<file path="src/rtl/core/bdwr_pkg.sv">
`timescale 1ns / 1ps
`default_nettype none
package bdwr_pkg;

   localparam int MAX_BLOCKS_ACROSS = 1024;
   localparam int MAX_BLOCKS_DOWN   = 1024;

   localparam int COL_W   = $clog2(MAX_BLOCKS_ACROSS);
   localparam int ROW_W   = $clog2(MAX_BLOCKS_DOWN);
   localparam int DIM_W   = 11;
   localparam int VAL_W   = 31;
   localparam int TOTAL_W = 52;
   localparam int MAXB_W  = 34;

   localparam int CSR_IDX_W  = 2;
   localparam int CSR_DATA_W = DIM_W;

   typedef enum logic [CSR_IDX_W-1:0] {
      CSR_PAIR_MODE     = 2'd0,
      CSR_BLOCKS_ACROSS = 2'd1,
      CSR_BLOCKS_DOWN   = 2'd2
   } csr_index_type;

   // one entry on its way from the window stage to the accumulators
   typedef struct packed {
      logic              frame_end;
      logic              cand_ok;
      logic [MAXB_W-1:0] cand;
      logic [VAL_W-1:0]  cur;
   } acc_item_type;

   // zero counts as one, anything above the line buffer size as the size
   function automatic logic [COL_W:0] clamp_across(input logic [DIM_W-1:0] v);
      int unsigned t;
      t = 32'(v);
      if (t < 1) t = 1;
      if (t > MAX_BLOCKS_ACROSS) t = MAX_BLOCKS_ACROSS;
      return (COL_W+1)'(t);
   endfunction

   function automatic logic [ROW_W:0] clamp_down(input logic [DIM_W-1:0] v);
      int unsigned t;
      t = 32'(v);
      if (t < 1) t = 1;
      if (t > MAX_BLOCKS_DOWN) t = MAX_BLOCKS_DOWN;
      return (ROW_W+1)'(t);
   endfunction

endpackage
`default_nettype wire

</file>
<file path="src/rtl/core/bdwr_rsp_if.sv">
`timescale 1ns / 1ps
`default_nettype none
interface bdwr_rsp_if;
   import bdwr_pkg::*;

   logic                     valid;
   logic                     ready;
   logic [TOTAL_W-1:0]       frame_total;
   logic signed [MAXB_W-1:0] max_block;

   modport source (output valid, output frame_total, output max_block, input ready);
   modport sink   (input valid, input frame_total, input max_block, output ready);
endinterface
`default_nettype wire

</file>
<file path="src/rtl/core/bdwr_accum.sv">
`timescale 1ns / 1ps
`default_nettype none
module bdwr_accum (
   input  wire logic                   clock,
   input  wire logic                   reset,
   input  wire logic                   in_valid,
   input  wire bdwr_pkg::acc_item_type in_item,
   output      logic                   in_ready,
   bdwr_rsp_if.source                  rsp_chan
);
   import bdwr_pkg::*;

   logic               s2_valid_ff, s2_valid_in;
   acc_item_type       s2_item_ff;
   logic [TOTAL_W-1:0] total_ff, total_in;
   logic [MAXB_W-1:0]  max_ff, max_in;
   logic               max_none_ff, max_none_in;
   logic               rsp_valid_ff, rsp_valid_in;
   logic [TOTAL_W-1:0] rsp_total_ff;
   logic [MAXB_W-1:0]  rsp_max_ff;

   logic               out_free, s2_fire, s2_ready;
   logic [TOTAL_W:0]   sum_wide;
   logic [TOTAL_W-1:0] total_next;
   logic               take_cand;
   logic [MAXB_W-1:0]  max_next;
   logic               none_next;

   assign out_free = !rsp_valid_ff || rsp_chan.ready;
   assign s2_fire  = s2_valid_ff && (!s2_item_ff.frame_end || out_free);
   assign s2_ready = !s2_valid_ff || s2_fire;
   assign in_ready = s2_ready;

   always_comb begin
      sum_wide   = {1'b0, total_ff} + (TOTAL_W+1)'(s2_item_ff.cur);
      total_next = sum_wide[TOTAL_W] ? '1 : sum_wide[TOTAL_W-1:0];
      take_cand  = s2_item_ff.cand_ok && (max_none_ff || (s2_item_ff.cand > max_ff));
      max_next   = take_cand ? s2_item_ff.cand : max_ff;
      none_next  = max_none_ff && !take_cand;

      s2_valid_in  = (in_valid && s2_ready) || (s2_valid_ff && !s2_fire);
      total_in     = total_ff;
      max_in       = max_ff;
      max_none_in  = max_none_ff;
      rsp_valid_in = rsp_valid_ff && !rsp_chan.ready;
      if (s2_fire) begin
         if (s2_item_ff.frame_end) begin
            total_in     = '0;
            max_none_in  = 1'b1;
            rsp_valid_in = 1'b1;
         end else begin
            total_in    = total_next;
            max_in      = max_next;
            max_none_in = none_next;
         end
      end
   end

   always_ff @(posedge clock) begin
      if (reset) begin
         s2_valid_ff  <= 1'b0;
         total_ff     <= '0;
         max_ff       <= '0;
         max_none_ff  <= 1'b1;
         rsp_valid_ff <= 1'b0;
      end else begin
         s2_valid_ff  <= s2_valid_in;
         total_ff     <= total_in;
         max_ff       <= max_in;
         max_none_ff  <= max_none_in;
         rsp_valid_ff <= rsp_valid_in;
      end
   end

   always_ff @(posedge clock) begin
      if (in_valid && s2_ready) begin
         s2_item_ff <= in_item;
      end
      if (s2_fire && s2_item_ff.frame_end) begin
         rsp_total_ff <= total_next;
         rsp_max_ff   <= none_next ? '1 : max_next;
      end
   end

   assign rsp_chan.valid       = rsp_valid_ff;
   assign rsp_chan.frame_total = rsp_total_ff;
   assign rsp_chan.max_block   = signed'(rsp_max_ff);
endmodule
`default_nettype wire

</file>
<file path="src/flat_wrapper.sv">
// flat-port wrapper written by rule: the top's interface ports become plain ports
module bdwr_accum_flat import bdwr_pkg::*;
  (clock, reset, in_valid, in_item, in_ready, rsp_chan_valid, rsp_chan_frame_total, rsp_chan_max_block, rsp_chan_ready);
  bdwr_rsp_if rsp_chan_i ();
  input  wire logic clock;
  input  wire logic reset;
  input  wire logic in_valid;
  input  wire bdwr_pkg::acc_item_type in_item;
  output      logic in_ready;
  output wire logic [$bits(rsp_chan_i.valid)-1:0] rsp_chan_valid;
  output wire logic [$bits(rsp_chan_i.frame_total)-1:0] rsp_chan_frame_total;
  output wire logic [$bits(rsp_chan_i.max_block)-1:0] rsp_chan_max_block;
  input wire logic [$bits(rsp_chan_i.ready)-1:0] rsp_chan_ready;
  assign rsp_chan_valid = rsp_chan_i.valid;
  assign rsp_chan_frame_total = rsp_chan_i.frame_total;
  assign rsp_chan_max_block = rsp_chan_i.max_block;
  assign rsp_chan_i.ready = rsp_chan_ready;
  bdwr_accum u_core (.clock(clock), .reset(reset), .in_valid(in_valid), .in_item(in_item), .in_ready(in_ready), .rsp_chan(rsp_chan_i));
endmodule
</file>
<file path="config.mk">
export PLATFORM = sky130hd
export DESIGN_NAME = bdwr_accum_flat
export DESIGN_NICKNAME = d
export VERILOG_FILES = /design/src/rtl/core/bdwr_pkg.sv /design/src/rtl/core/bdwr_rsp_if.sv /design/src/rtl/core/bdwr_accum.sv /design/src/flat_wrapper.sv
export SDC_FILE = /design/constraint.sdc
export NUM_CORES = 1
export LEC_CHECK = 0
export ABC_CLOCK_PERIOD_IN_PS = 5500
export BUFFER_PORTS_ARGS = -buffer_cell sky130_fd_sc_hd__buf_2
export CELL_PAD_IN_SITES_DETAIL_PLACEMENT = 1
export CELL_PAD_IN_SITES_GLOBAL_PLACEMENT = 2
export CORE_MARGIN = 1
export CORE_UTILIZATION = 38
export DETAILED_ROUTE_END_ITERATION = 10
export PLACE_DENSITY = 0.83
export SLEW_MARGIN = 5
export SYNTH_ARGS = -nofsm -noshare
export SYNTH_HDL_FRONTEND = slang
export SYNTH_SLANG_ARGS = --single-unit
</file>
<file path="constraint.sdc">
create_clock -name clock -period 5.5 [get_ports clock]
set_input_delay 0.55 -clock clock [delete_from_list [all_inputs] [get_ports clock]]
set_output_delay 0.55 -clock clock [all_outputs]
set_load 0.1 [all_outputs]
</file>
==> results.yml <==
sta:
  fmax_mhz: 277
  finalMaxSlewViolations: 0
  fin_tns_setup_ps: 0
  min_period_ps: 3610
  rsz0062_at_grt: "no"
  fin_crit_sh_pct: 65.6
  worst_pin_slew_ps: 1100
  setup_viol: 0
  skew_ps: 18.0
  maxSlewHeadroom_pct: 26.8
  finalHoldViolCount: 0
clock_tree:
  cts_buffers: 29
  cts.sinks: 242
  cts_hold_buf: 0
  root_buffer: "clkbuf_16"
  tritoncts: "yes"
  clk_path_buf_depth: 3
  cts_resized: 0
  clock_latency_ps: 560
  htreeDepth: 1
  post-cts-setup-buffers: 0
  clkSlewWorstSetupHoldPaths_ps: 60
route:
  first_pass_iters: 5
  wire_per_inst_um: 19.0
  antenna_left: 0
  drc: 0
  viasPerCell: 5.36
  vias: 9235
  drt-total-wl_mm: 32.7
  drtIter0Drc: 490
yosys:
  syn_area_um2: 12300
  ys_seq_elements: 242
  yosysWarnings: 0
  synthesis.nets: 1294
  synth-seq-area-share_pct: 52.0
  syn_avg_cell_area_um2: 10.6
  synth-edff-count: 153
  synth_flop_cell: "edfxtp_1"
  syn_inst: 1157
  ys_types: 73
  async_flop_share_pct: 0
pwr:
  vdd_drop_max_uv: 243
  p_per_area_nw_per_um2: 325
  p_leak_nw: 5.60
  power_mw: 4.66
critical_path:
  worstSetupEndpoint: "u_core.max_ff[27]"
  arrival_ps: 4080
  cpPeakStageDelay_ps: 730
  worst_setup_path_end_kind: "flip-flop"
  crit_slowest_cell: "nor2_4"
  path_max_fanout: 23
  critPathKind: "reg -> reg"
  critPathLaunch: "u_core.s2_item_ff[59]"
  reg2reg_slack_ps: 1890
  critPathRequiredTime_ps: 5970
  reg2reg_depth: 10
  critPathBufInv: 1
  rr_startpoint: "u_core.s2_item_ff[59]"
  critical_path_depth: 10
  startpoint_type: "flip-flop"
  critPathTopFamily: "simple AND/OR/NAND/NOR gates"
  r2r-end: "u_core.max_ff[27]"
  worstPathCellList: "ha_1 > nand4_1 > nor4_1 > nand2_1 > o221a_2 > o21ai_0 > o21ai_4 > nor2_4 > buf_4 > mux2i_1"
flow_run:
  cap_violations: 0
finish:
  nNetsFinal: 1434
  final_cell_mix: "158 x buf_2, 153 x edfxtp_1, 106 x nand2_1, 89 x dfxtp_1, 79 x nor2_1"
  drive_gt1_share_pct: 18.6
  multi_input_comb_area_um2: 5450
  area.growth.synth_to_final_pct: 16.9
  final_common_cell: "buf_2"
  num-fill-cells: 3521
  final-seq-area_um2: 6380
  antenna_cells: 0
floorplanning:
  core_area_um2: 31600
  die_h_um: 182
  ios: 159
  initial_core_util_pct: 38.8
  rows: 65
  fp.dieArea_um2: 33000
  die_w_um: 182
status:
  status: "finished, final reports clean"
hold_path:
  min_path_type: "in -> reg"
global_routing:
  grt_pass1_vias: 9556
  grt-ovfl-total: 0
  grt_pass1_wl_mm: 51.9
  antenna_found_initial: 1
  grt_max_degree: 79
  grt_usage_pct: 19.8
placement:
  place.gp.congestion: 0.834
  io_buffers: 158
  dp_hpwl_mm: 22.5
routing by layer:
metal,up-vias,GRT usage (%),routed length (um)
met5,-,0,11
li1,4496,-,-
met4,2,4.00,480
met1,4518,26.4,15300
met2,180,33.8,15600
met3,39,3.03,1380
cells in the mapped netlist, types with 3 or more instances:
master / count / area share (%)
or3_1: 12 / 0.61
a21o_1: 28 / 1.7
xnor2_1: 22 / 1.6
o21ai_1: 10 / 0.41
and3_1: 9 / 0.46
nand3_1: 32 / 1.3
a21oi_1: 66 / 2.7
o21ai_0: 24 / 0.98
edfxtp_1: 153 / 37
nor2b_1: 8 / 0.41
o211ai_1: 9 / 0.55
nand2b_1: 76 / 3.9
nand4b_1: 3 / 0.21
xor2_1: 14 / 1.0
a211oi_1: 8 / 0.49
nand2_1: 106 / 3.2
buf_2: 16 / 0.65
nand4_1: 23 / 1.2
o21a_1: 6 / 0.37
a211o_1: 4 / 0.29
nor4_1: 3 / 0.15
a22oi_1: 4 / 0.24
ha_1: 65 / 6.6
nor2_1: 81 / 2.5
inv_1: 48 / 1.5
o21bai_1: 4 / 0.24
and4_1: 5 / 0.36
nor3_1: 11 / 0.45
mux2_2: 3 / 0.28
and2_1: 16 / 0.82
a22o_1: 22 / 1.6
mux2i_1: 42 / 3.4
buf_4: 9 / 0.55
clkbuf_1: 34 / 1.0
dfxtp_1: 89 / 15
a31oi_1: 42 / 2.1
how the worst min path moves through the flow:
stage | start | endpoint | slack [ps] | cells after the start
6_report | in_item[6] | u_core.s2_item_ff[6] | 170 | 1
5_1_grt | in_item[7] | u_core.s2_item_ff[7] | 140 | 1
4_1_cts | in_item[6] | u_core.s2_item_ff[6] | 140 | 1
3_5_place_dp | u_core.max_ff[32] | u_core.max_ff[32] | 460 | 2
3_3_place_gp | u_core.max_ff[30] | u_core.max_ff[30] | 460 | 2
2_1_floorplan | u_core.total_ff[13] | u_core.total_ff[13] | 440 | 2
registers in the layout, summed over array words and instances, names as in the netlist:
signal and flops:
u_core.max_ff 34, u_core.max_none_ff 1, u_core.rsp_chan.frame_total 52, u_core.rsp_chan.max_block 34, u_core.rsp_chan.valid 1, u_core.s2_item_ff 67, u_core.s2_valid_ff 1, u_core.total_ff 52
report_power, final:
group / switching (mW) / total, mW / internal (mW)
Clock: 0.771 / 1.89 / 1.12
Sequential: 0.0386 / 2.07 / 2.03
Combinational: 0.527 / 0.698 / 0.171
stage by stage:
stage	setup WS, ps	cell area, um2	hold WS [ps]	std cells	util (%)
final	1890	14300	167	1722	45.3
after global routing	1580	14300	143	1722	45.3
after CTS	1840	14300	140	1722	45.3
after detailed placement	1870	13400	462	1668	42.4
after global placement	1970	13400	458	1668	42.4
after floorplan	161	12300	436	1157	-
kinds of logic (layout without fill, tap and decap cells):
family,after synthesis,count (layout),share of synthesized area (%)
AO/OA/AOI/OAI,256,256,14.2
XOR/XNOR,36,36,2.57
adder cells (fa/ha/maj),66,66,6.79
buffers and inverters,111,274,3.96
flip-flops,242,242,52.0
multiplexers,47,47,3.95
AND/OR/NAND/NOR,399,399,16.5
area by class of cell:
cell class,count,area share [%]
Sequential cell,242,44.5
Tap cell,402,3.51
Timing Repair Buffer,172,6.25
Inverter,48,1.26
Multi-Input combinational cell,804,38.0
Clock buffer,38,5.37
Clock inverter,16,1.14
No activity file was read; power rests on OpenSTA's default activity.
